===== src/sv/fcpr_pkg.sv =====
`default_nettype none
package fcpr_pkg;

    localparam int unsigned MAX_PAYLOAD_DEF = 16;
    localparam logic [7:0]  HDR1            = 8'hAA;
    localparam logic [7:0]  HDR2            = 8'h55;
    localparam logic [7:0]  OWN_ADDR_RST    = 8'd1;
    localparam logic [15:0] TIMEOUT_RST     = 16'd100;
    localparam logic [15:0] TICKS_MAX       = 16'hFFFF;

    localparam logic        CMD_BYTE        = 1'b0;
    localparam logic        CMD_TICK        = 1'b1;
    localparam logic        KIND_PACKET     = 1'b0;
    localparam logic        KIND_RESEND     = 1'b1;

    localparam int unsigned APB_ADDR_W      = 3;
    localparam logic        REG_OWN_ADDR    = 1'b0;
    localparam logic        REG_TIMEOUT     = 1'b1;

    typedef enum logic [6:0] {
        F_HDR1 = 7'b0000001,
        F_HDR2 = 7'b0000010,
        F_ADDR = 7'b0000100,
        F_CMD  = 7'b0001000,
        F_LEN  = 7'b0010000,
        F_DATA = 7'b0100000,
        F_SUM  = 7'b1000000
    } t_frame_state;

    typedef enum logic [2:0] {
        D_IDLE = 3'b001,
        D_READ = 3'b010,
        D_LOAD = 3'b100
    } t_drain_state;

    typedef struct packed {
        logic       start;
        logic       kind;
        logic [7:0] cmd;
        logic [7:0] len;
    } t_run;

endpackage
`default_nettype wire


===== src/sv/fcpr_if.sv =====
`default_nettype none
interface fcpr_in_if;
    logic       valid;
    logic       ready;
    logic       command;
    logic [7:0] rx_byte;

    modport source (output valid, output command, output rx_byte, input ready);
    modport sink   (input valid, input command, input rx_byte, output ready);
endinterface

interface fcpr_out_if;
    logic       valid;
    logic       ready;
    logic       kind;
    logic [7:0] command_code;
    logic [4:0] data_length;
    logic [3:0] data_index;
    logic [7:0] data_byte;
    logic       last;

    modport source (output valid, output kind, output command_code, output data_length,
                    output data_index, output data_byte, output last, input ready);
    modport sink   (input valid, input kind, input command_code, input data_length,
                    input data_index, input data_byte, input last, output ready);
endinterface
`default_nettype wire


===== src/sv/fcpr_payload_mem.sv =====
`default_nettype none
module fcpr_payload_mem #(
    parameter int unsigned DEPTH  = 16,
    parameter int unsigned ADDR_W = 4
) (
    input  wire logic              i_clk,
    input  wire logic              i_wr_en,
    input  wire logic [ADDR_W-1:0] i_wr_addr,
    input  wire logic [7:0]        i_wr_data,
    input  wire logic              i_rd_en,
    input  wire logic [ADDR_W-1:0] i_rd_addr,
    output logic      [7:0]        o_rd_data
);

    logic [7:0] r_mem [DEPTH];

    always_ff @(posedge i_clk) begin
        if (i_wr_en) begin
            r_mem[i_wr_addr] <= i_wr_data;
        end
    end

    always_ff @(posedge i_clk) begin
        if (i_rd_en) begin
            o_rd_data <= r_mem[i_rd_addr];
        end
    end

endmodule
`default_nettype wire


===== src/sv/fcpr_framer.sv =====
`default_nettype none
module fcpr_framer #(
    parameter int unsigned MAX_PAYLOAD = 16,
    parameter int unsigned IDX_W       = 4,
    parameter int unsigned CNT_W       = 5
) (
    input  wire logic               i_clk,
    input  wire logic               i_rst_n,
    input  wire logic               i_accept,
    input  wire logic               i_command,
    input  wire logic [7:0]         i_rx_byte,
    input  wire logic [7:0]         i_own_address,
    input  wire logic [15:0]        i_timeout_ms,
    output logic                    o_wr_en,
    output logic      [IDX_W-1:0]   o_wr_addr,
    output logic      [7:0]         o_wr_data,
    output fcpr_pkg::t_run          o_run
);
    import fcpr_pkg::*;

    t_frame_state r_state, n_state;
    logic [15:0]  r_elapsed, n_elapsed;
    logic [7:0]   r_addr, n_addr;
    logic [7:0]   r_sum, n_sum;
    logic [7:0]   r_cmd, n_cmd;
    logic [7:0]   r_len, n_len;
    logic [CNT_W-1:0] r_fill, n_fill;
    t_frame_state cur_state;
    logic [7:0]   sum_plus;

    always_comb begin
        n_state   = r_state;
        n_elapsed = r_elapsed;
        n_addr    = r_addr;
        n_sum     = r_sum;
        n_cmd     = r_cmd;
        n_len     = r_len;
        n_fill    = r_fill;
        o_wr_en   = 1'b0;
        o_wr_addr = r_fill[IDX_W-1:0];
        o_wr_data = i_rx_byte;
        o_run     = '0;
        sum_plus  = r_sum + i_rx_byte;
        cur_state = (r_elapsed >= i_timeout_ms) ? F_HDR1 : r_state;
        if (i_accept && i_command == CMD_TICK) begin
            if (r_elapsed != TICKS_MAX) begin
                n_elapsed = r_elapsed + 16'd1;
            end
        end else if (i_accept) begin
            n_state = F_HDR1;
            case (cur_state)
                F_HDR1: begin
                    if (i_rx_byte == HDR1) begin
                        n_elapsed = '0;
                        n_state   = F_HDR2;
                    end
                end
                F_HDR2: begin
                    if (i_rx_byte == HDR2) begin
                        n_state = F_ADDR;
                    end
                end
                F_ADDR: begin
                    if (i_rx_byte != 8'd0) begin
                        n_addr  = i_rx_byte;
                        n_sum   = i_rx_byte;
                        n_state = F_CMD;
                    end
                end
                F_CMD: begin
                    n_cmd   = i_rx_byte;
                    n_sum   = sum_plus;
                    n_state = F_LEN;
                end
                F_LEN: begin
                    n_sum  = sum_plus;
                    n_fill = '0;
                    if (i_rx_byte == 8'd0) begin
                        n_len   = '0;
                        n_state = F_SUM;
                    end else if (i_rx_byte <= 8'(MAX_PAYLOAD)) begin
                        n_len   = i_rx_byte;
                        n_state = F_DATA;
                    end
                end
                F_DATA: begin
                    o_wr_en = 1'b1;
                    n_fill  = r_fill + 1'b1;
                    n_sum   = sum_plus;
                    n_state = (8'(n_fill) >= r_len) ? F_SUM : F_DATA;
                end
                F_SUM: begin
                    if (i_rx_byte == r_sum) begin
                        if (r_addr == i_own_address) begin
                            o_run.start = 1'b1;
                            o_run.kind  = KIND_PACKET;
                            o_run.cmd   = r_cmd;
                            o_run.len   = r_len;
                        end
                    end else begin
                        o_run.start = 1'b1;
                        o_run.kind  = KIND_RESEND;
                    end
                end
                default: begin
                    n_state = F_HDR1;
                end
            endcase
        end
    end

    always_ff @(posedge i_clk) begin
        if (!i_rst_n) begin
            r_state   <= F_HDR1;
            r_elapsed <= '0;
            r_addr    <= '0;
            r_sum     <= '0;
            r_cmd     <= '0;
            r_len     <= '0;
            r_fill    <= '0;
        end else begin
            r_state   <= n_state;
            r_elapsed <= n_elapsed;
            r_addr    <= n_addr;
            r_sum     <= n_sum;
            r_cmd     <= n_cmd;
            r_len     <= n_len;
            r_fill    <= n_fill;
        end
    end

endmodule
`default_nettype wire


===== src/sv/fcpr_drain.sv =====
`default_nettype none
module fcpr_drain #(
    parameter int unsigned IDX_W = 4,
    parameter int unsigned CNT_W = 5
) (
    input  wire logic             i_clk,
    input  wire logic             i_rst_n,
    input  wire fcpr_pkg::t_run   i_run,
    input  wire logic [7:0]       i_rd_data,
    output logic                  o_rd_en,
    output logic      [IDX_W-1:0] o_rd_addr,
    output logic                  o_idle,
    fcpr_out_if.source            o_out
);
    import fcpr_pkg::*;

    t_drain_state     r_state, n_state;
    t_run             r_run, n_run;
    logic [CNT_W-1:0] r_idx, n_idx;
    logic             r_valid, n_valid;
    logic             r_kind, n_kind;
    logic [7:0]       r_cmd, n_cmd;
    logic [4:0]       r_len, n_len;
    logic [3:0]       r_didx, n_didx;
    logic [7:0]       r_byte, n_byte;
    logic             r_last, n_last;
    logic             out_free;
    logic             len_zero;
    logic             word_last;

    assign out_free  = !r_valid || o_out.ready;
    assign len_zero  = (r_run.len == 8'd0);
    assign word_last = (r_run.kind == KIND_RESEND) || len_zero
                       || ((8'(r_idx) + 8'd1) == r_run.len);
    assign o_idle    = (r_state == D_IDLE);
    assign o_rd_en   = (r_state == D_READ);
    assign o_rd_addr = r_idx[IDX_W-1:0];

    always_comb begin
        n_state = r_state;
        n_run   = r_run;
        n_idx   = r_idx;
        n_valid = r_valid && !o_out.ready;
        n_kind  = r_kind;
        n_cmd   = r_cmd;
        n_len   = r_len;
        n_didx  = r_didx;
        n_byte  = r_byte;
        n_last  = r_last;
        case (r_state)
            D_IDLE: begin
                if (i_run.start) begin
                    n_run   = i_run;
                    n_idx   = '0;
                    n_state = D_READ;
                end
            end
            D_READ: begin
                n_state = D_LOAD;
            end
            D_LOAD: begin
                if (out_free) begin
                    n_valid = 1'b1;
                    n_kind  = r_run.kind;
                    n_last  = word_last;
                    if (r_run.kind == KIND_RESEND) begin
                        n_cmd  = '0;
                        n_len  = '0;
                        n_didx = '0;
                        n_byte = '0;
                    end else begin
                        n_cmd  = r_run.cmd;
                        n_len  = 5'(r_run.len);
                        n_didx = 4'(r_idx);
                        n_byte = len_zero ? 8'd0 : i_rd_data;
                    end
                    if (word_last) begin
                        n_state = D_IDLE;
                    end else begin
                        n_idx   = r_idx + 1'b1;
                        n_state = D_READ;
                    end
                end
            end
            default: begin
                n_state = D_IDLE;
            end
        endcase
    end

    always_ff @(posedge i_clk) begin
        if (!i_rst_n) begin
            r_state <= D_IDLE;
            r_valid <= 1'b0;
        end else begin
            r_state <= n_state;
            r_valid <= n_valid;
        end
    end

    always_ff @(posedge i_clk) begin
        r_run  <= n_run;
        r_idx  <= n_idx;
        r_kind <= n_kind;
        r_cmd  <= n_cmd;
        r_len  <= n_len;
        r_didx <= n_didx;
        r_byte <= n_byte;
        r_last <= n_last;
    end

    assign o_out.valid        = r_valid;
    assign o_out.kind         = r_kind;
    assign o_out.command_code = r_cmd;
    assign o_out.data_length  = r_len;
    assign o_out.data_index   = r_didx;
    assign o_out.data_byte    = r_byte;
    assign o_out.last         = r_last;

endmodule
`default_nettype wire


===== src/sv/framed_command_packet_receiver.sv =====
// Receives framed command packets (0xAA, 0x55, address, command, length, up to MAX_PAYLOAD
// data bytes, additive checksum) from a stream of words that each carry either a received
// byte or a one millisecond tick. Payload bytes are written to a payload memory with one
// write and one read port as they arrive. The checksum byte of a good packet for this
// address starts a run of one result per payload byte (one result for an empty payload); a
// bad checksum gives one resend request. For each result of a run the drain first reads the
// payload memory and then loads the output register, waiting while the output is stalled,
// and the input is held off until the run's last result is in the output register.
// own_address lies at byte address 0 and timeout_ms at byte address 4 of the APB port.
`default_nettype none
module framed_command_packet_receiver
    import fcpr_pkg::*;
#(
    parameter int unsigned MAX_PAYLOAD = fcpr_pkg::MAX_PAYLOAD_DEF
) (
    input  wire logic                            i_clk,
    input  wire logic                            i_rst_n,
    fcpr_in_if.sink                              i_in,
    fcpr_out_if.source                           o_out,
    input  wire logic                            psel,
    input  wire logic                            penable,
    input  wire logic                            pwrite,
    input  wire logic [fcpr_pkg::APB_ADDR_W-1:0] paddr,
    input  wire logic [31:0]                     pwdata,
    output logic      [31:0]                     prdata,
    output logic                                 pready
);

    localparam int unsigned IDX_W = (MAX_PAYLOAD > 1) ? $clog2(MAX_PAYLOAD) : 1;
    localparam int unsigned CNT_W = $clog2(MAX_PAYLOAD + 1);

    logic [7:0]  r_own_address;
    logic [15:0] r_timeout_ms;
    logic        drain_idle;
    logic        in_accept;
    logic        wr_en;
    logic [IDX_W-1:0] wr_addr;
    logic [7:0]  wr_data;
    logic        rd_en;
    logic [IDX_W-1:0] rd_addr;
    logic [7:0]  rd_data;
    t_run        run;

    assign pready    = 1'b1;
    assign prdata    = (paddr[2] == REG_TIMEOUT) ? {16'd0, r_timeout_ms}
                                                 : {24'd0, r_own_address};
    assign i_in.ready = drain_idle;
    assign in_accept  = i_in.valid && drain_idle;

    always_ff @(posedge i_clk) begin
        if (!i_rst_n) begin
            r_own_address <= OWN_ADDR_RST;
            r_timeout_ms  <= TIMEOUT_RST;
        end else if (psel && penable && pwrite) begin
            if (paddr[2] == REG_OWN_ADDR) begin
                r_own_address <= pwdata[7:0];
            end else begin
                r_timeout_ms <= pwdata[15:0];
            end
        end
    end

    fcpr_framer #(
        .MAX_PAYLOAD (MAX_PAYLOAD),
        .IDX_W       (IDX_W),
        .CNT_W       (CNT_W)
    ) u_framer (
        .i_clk         (i_clk),
        .i_rst_n       (i_rst_n),
        .i_accept      (in_accept),
        .i_command     (i_in.command),
        .i_rx_byte     (i_in.rx_byte),
        .i_own_address (r_own_address),
        .i_timeout_ms  (r_timeout_ms),
        .o_wr_en       (wr_en),
        .o_wr_addr     (wr_addr),
        .o_wr_data     (wr_data),
        .o_run         (run)
    );

    fcpr_payload_mem #(
        .DEPTH  (MAX_PAYLOAD),
        .ADDR_W (IDX_W)
    ) u_mem (
        .i_clk     (i_clk),
        .i_wr_en   (wr_en),
        .i_wr_addr (wr_addr),
        .i_wr_data (wr_data),
        .i_rd_en   (rd_en),
        .i_rd_addr (rd_addr),
        .o_rd_data (rd_data)
    );

    fcpr_drain #(
        .IDX_W (IDX_W),
        .CNT_W (CNT_W)
    ) u_drain (
        .i_clk     (i_clk),
        .i_rst_n   (i_rst_n),
        .i_run     (run),
        .i_rd_data (rd_data),
        .o_rd_en   (rd_en),
        .o_rd_addr (rd_addr),
        .o_idle    (drain_idle),
        .o_out     (o_out)
    );

endmodule
`default_nettype wire


===== src/flat_wrapper.sv =====
// flat-port wrapper written by rule: the top's interface ports become plain ports
module framed_command_packet_receiver_flat import fcpr_pkg::*;
#(
    parameter int unsigned MAX_PAYLOAD = fcpr_pkg::MAX_PAYLOAD_DEF
)
  (i_clk, i_rst_n, psel, penable, pwrite, paddr, pwdata, prdata, pready, i_in_valid, i_in_command, i_in_rx_byte, i_in_ready, o_out_valid, o_out_kind, o_out_command_code, o_out_data_length, o_out_data_index, o_out_data_byte, o_out_last, o_out_ready);
  fcpr_in_if i_in_i ();
  fcpr_out_if o_out_i ();
  input  wire logic i_clk;
  input  wire logic i_rst_n;
  input  wire logic psel;
  input  wire logic penable;
  input  wire logic pwrite;
  input  wire logic [fcpr_pkg::APB_ADDR_W-1:0] paddr;
  input  wire logic [31:0] pwdata;
  output logic      [31:0] prdata;
  output logic pready;
  input wire logic [$bits(i_in_i.valid)-1:0] i_in_valid;
  input wire logic [$bits(i_in_i.command)-1:0] i_in_command;
  input wire logic [$bits(i_in_i.rx_byte)-1:0] i_in_rx_byte;
  output wire logic [$bits(i_in_i.ready)-1:0] i_in_ready;
  output wire logic [$bits(o_out_i.valid)-1:0] o_out_valid;
  output wire logic [$bits(o_out_i.kind)-1:0] o_out_kind;
  output wire logic [$bits(o_out_i.command_code)-1:0] o_out_command_code;
  output wire logic [$bits(o_out_i.data_length)-1:0] o_out_data_length;
  output wire logic [$bits(o_out_i.data_index)-1:0] o_out_data_index;
  output wire logic [$bits(o_out_i.data_byte)-1:0] o_out_data_byte;
  output wire logic [$bits(o_out_i.last)-1:0] o_out_last;
  input wire logic [$bits(o_out_i.ready)-1:0] o_out_ready;
  assign i_in_i.valid = i_in_valid;
  assign i_in_i.command = i_in_command;
  assign i_in_i.rx_byte = i_in_rx_byte;
  assign i_in_ready = i_in_i.ready;
  assign o_out_valid = o_out_i.valid;
  assign o_out_kind = o_out_i.kind;
  assign o_out_command_code = o_out_i.command_code;
  assign o_out_data_length = o_out_i.data_length;
  assign o_out_data_index = o_out_i.data_index;
  assign o_out_data_byte = o_out_i.data_byte;
  assign o_out_last = o_out_i.last;
  assign o_out_i.ready = o_out_ready;
  framed_command_packet_receiver #(.MAX_PAYLOAD(MAX_PAYLOAD)) u_core (.i_clk(i_clk), .i_rst_n(i_rst_n), .i_in(i_in_i), .o_out(o_out_i), .psel(psel), .penable(penable), .pwrite(pwrite), .paddr(paddr), .pwdata(pwdata), .prdata(prdata), .pready(pready));
endmodule

===== config.mk =====
export PLATFORM = sky130hd
export DESIGN_NAME = framed_command_packet_receiver_flat
export DESIGN_NICKNAME = d
export VERILOG_FILES = /design/src/sv/fcpr_pkg.sv /design/src/sv/fcpr_if.sv /design/src/sv/fcpr_payload_mem.sv /design/src/sv/fcpr_framer.sv /design/src/sv/fcpr_drain.sv /design/src/sv/framed_command_packet_receiver.sv /design/src/flat_wrapper.sv
export SDC_FILE = /design/constraint.sdc
export NUM_CORES = 1
export LEC_CHECK = 0
export BUFFER_PORTS_ARGS = -buffer_cell sky130_fd_sc_hd__buf_2
export CAP_MARGIN = 5
export CORE_MARGIN = 5
export CORE_UTILIZATION = 35
export DETAILED_ROUTE_END_ITERATION = 12
export SYNTH_ARGS = -nofsm -noshare
export SYNTH_HDL_FRONTEND = slang
export SYNTH_SLANG_ARGS = --single-unit

===== constraint.sdc =====
create_clock -name i_clk -period 3.3 [get_ports i_clk]
set_input_delay 0.165 -clock i_clk [delete_from_list [all_inputs] [get_ports i_clk]]
set_output_delay 0.165 -clock i_clk [all_outputs]
set_load 0.02 [all_outputs]

==> flow_summary.ini <==
[min_path]
hold_path_depth = 1
whs_endpoint = u_core.u_mem.r_mem[5][2]$_DFFE_PP_
hold_path_class = in -> reg
hold_start = i_in_rx_byte[2]

[worst_setup_path]
cp.required_ns = 3.55
worstPathArrival_ns = 3.18
ff2ff_setup_slack_ns = 0.36
r2r_cells = 9
r2r-start = u_core.r_timeout_ms[11]$_SDFFE_PN0P_
cp-startpoint = u_core.r_timeout_ms[11]$_SDFFE_PN0P_
r2r_end = u_core.u_mem.r_mem[7][3]$_DFFE_PP_
cp_max_fo = 21
crit_path_start_kind = register
path_class = reg -> reg
cp-end-kind = register

[clock_tree]
htree_levels = 1
cts_inserted_buffers = 29
clk_latency_ns = 0.54
root_buffer = clkbuf_16
post-cts-setup-buffer-count = 0
path_clk_slew_ns = 0.06
cts_tree = done
cts_sinks = 273
cts_buffer_depth = 3

[yosys]
synth_top_area_cell = edfxtp_1
synth_common_cells = 185 x edfxtp_1, 97 x nand2_1, 88 x dfxtp_1
synth_top_area_share_pct = 45.0
syn_area_per_cell_sq_um = 12.2
ys_ff_latch = 273
synthArstFlopShare_pct = 0
synth_seq_area_share_pct = 59.3
synth_edf_count = 185
synthFlopType = edfxtp_1
yosysMostFrequentCell = edfxtp_1
synthCells = 1013
netlist_top_cells_area = edfxtp_1 45%, dfxtp_1 14%, mux2i_1 4.3%, ha_1 3.4%, nand2_1 3.0%
yosysWarnings = 0
ys_types = 65
syn_area_sq_um = 12300

[drt]
wl_per_cell_um = 17.4
ant_nets = 0
num_vias = 8011
viasPerCell = 4.95
drcViolationCount = 0
routed_wl_um = 28200
drtIter0Drc = 531
dr.pass1.iters = 6

[power]
irDropWorstVdd_mv = 0.381
p_leak_nw = 5.25
total_power_w = 0.00753
powerDensity_nw_per_um2 = 513

[global_route]
grt_overflow = 0
antenna_found_initial = 1
gr-usage-all-layers_pct = 14.3
grt_pass1_vias = 7946
grt_max_degree = 29
grt_pass1_wl_um = 45000

[die]
rows = 68
core_sq_um = 34600
die_height_um = 198
die-area_sq_um = 39100
initial_utilization_pct = 35.6
dieWidth_um = 198
ios = 113

[flow_run]
drv_cap = 0

[sta]
maxSlewViolCount = 0
slew_headroom_pct = 36.3
setup_viol = 0
whs_ns = 0.0686
max_freq_ghz = 0.340
post-route-min-period_ns = 2.94
setup_tns_ns = 0
rsz0062_at_grt = false
worst_pin_slew_ns = 0.948
finalHoldViolations = 0
fin_crit_sh_pct = 89.0
fin_skew_ns = 0.00722

[final_layout]
nets = 1226
diodes = 0
layout-drive-gt1-share_pct = 18.5
n_fill_cell = 3252
final_cell_area_sq_um = 14700
area_growth_pct = 19.1

[placement]
io_buffers = 77
dpl-instance-area_sq_um = 13400
dp_hpwl_um = 19400
place_congestion = 0.801

[status]
run_status = complete, no violations
[critical path, stage by stage (launching register included)]
cell and delay (ns):
dfxtp_1 0.32, inv_1 0.06, ha_1 0.30, a21oi_1 0.14, o21ai_0 0.28, a2111oi_4 0.49, and3_2 0.48, nand2_1 0.12
nor3_1 0.22, buf_4 0.23
[area by class of cell]
class,count,area [sq um],share of cell area [%]
flip-flops and latches,273,7320,49.8
repair buffers,139,931,6.34
well taps,455,569,3.88
clock inverters,17,290,1.98
inverters,35,131,0.895
clock buffers,37,797,5.43
multi-input cells,662,4650,31.6
[state kept, by name, indices dropped and copies added, names as in the netlist, 5 cells and up]
register / flops
u_core.u_mem.o_rd_data: 8
u_core.u_mem.r_mem: 128
u_core.u_framer.r_fill: 5
u_core.u_drain.o_out.data_length: 5
u_core.u_framer.r_cmd: 8
u_core.u_framer.r_state: 7
u_core.u_drain.o_out.command_code: 8
u_core.u_framer.r_elapsed: 16
u_core.u_drain.r_run: 17
u_core.u_framer.r_sum: 8
u_core.u_drain.o_out.data_byte: 8
u_core.r_timeout_ms: 16
u_core.r_own_address: 8
u_core.u_framer.r_addr: 8
u_core.u_framer.r_len: 8
u_core.u_drain.r_idx: 5
[through the flow]
step | utilization (%) | setup slack, ns | std cells
after CTS | 42.4 | 0.121 | 1618
after global placement | 38.8 | 0.156 | 1547
after global routing | 42.4 | 0.151 | 1618
after floorplan | - | 0.366 | 1028
final | 42.4 | 0.361 | 1618
after detailed placement | 38.8 | 0.161 | 1547
[power by group]
part	internal (W)	switching [W]	total [W]
Sequential	0.00364	0.00000737	0.00365
Clock	0.00233	0.00132	0.00364
Combinational	0.0000743	0.000160	0.000234
Total	0.00604	0.00148	0.00753
[placed cells by master, fill, tap and decap left out, types with 11 or more instances in the layout]
cell	Yosys	final
edfxtp_1	185	185
nand2_1	97	97
dfxtp_1	88	88
nor2_1	82	81
buf_2	5	77
a21oi_1	55	55
mux2i_1	53	53
buf_4	21	42
ha_1	34	34
inv_1	33	33
and2_1	31	31
clkbuf_16	0	30
xor2_1	28	28
o21ai_0	27	27
and3_1	25	24
nor2b_1	23	23
conb_1	2	17
dlygate4sd3_1	0	17
mux4_2	16	16
nand3_1	15	15
nand4_1	15	15
mux2_2	14	14
xnor2_1	11	11
[worst max-delay path by stage]
stage / endpoint / slack (ns)
floorplan: u_core.u_mem.r_mem[3][0]$_DFFE_PP_ / 0.37
global placement: u_core.u_mem.r_mem[7][0]$_DFFE_PP_ / 0.16
detailed placement: u_core.u_mem.r_mem[7][5]$_DFFE_PP_ / 0.16
CTS: u_core.u_mem.r_mem[7][4]$_DFFE_PP_ / 0.12
global route: u_core.u_mem.r_mem[7][1]$_DFFE_PP_ / 0.15
finish: u_core.u_mem.r_mem[7][3]$_DFFE_PP_ / 0.36
[cell families (layout without fill, tap and decap cells)]
| group | Yosys count | in the layout | synth area share [%] |
|---|---|---|---|
| AND/OR/NAND/NOR | 347 | 347 | 14.6 |
| adder cells (fa/ha/maj) | 35 | 35 | 3.61 |
| AO/OA/AOI/OAI | 141 | 141 | 7.64 |
| XOR/XNOR | 39 | 39 | 2.77 |
| other | 2 | 17 | 0.0609 |
| flip-flops | 273 | 273 | 59.3 |
| multiplexers | 83 | 83 | 8.50 |
| buffers and inverters | 93 | 228 | 3.53 |
[per-layer routing]
| layer | vias to the layer above | part of all wire (%) | GRT usage (%) |
|---|---|---|---|
| met3 | 35 | 5.6 | 2.18 |
| met4 | 2 | 2.0 | 3.42 |
| met1 | 3833 | 46 | 20.2 |
| met5 | - | 0.046 | 0 |
| met2 | 214 | 46 | 23.4 |
| li1 | 3927 | - | - |
[repair_timing]
action                     4_1_cts  5_1_grt
gates resized for setup          0        1
setup endpoints to repair        0       27
hold buffers                    17        0
hold endpoints to repair        25        0
Power figures use the tool's default switching activity.
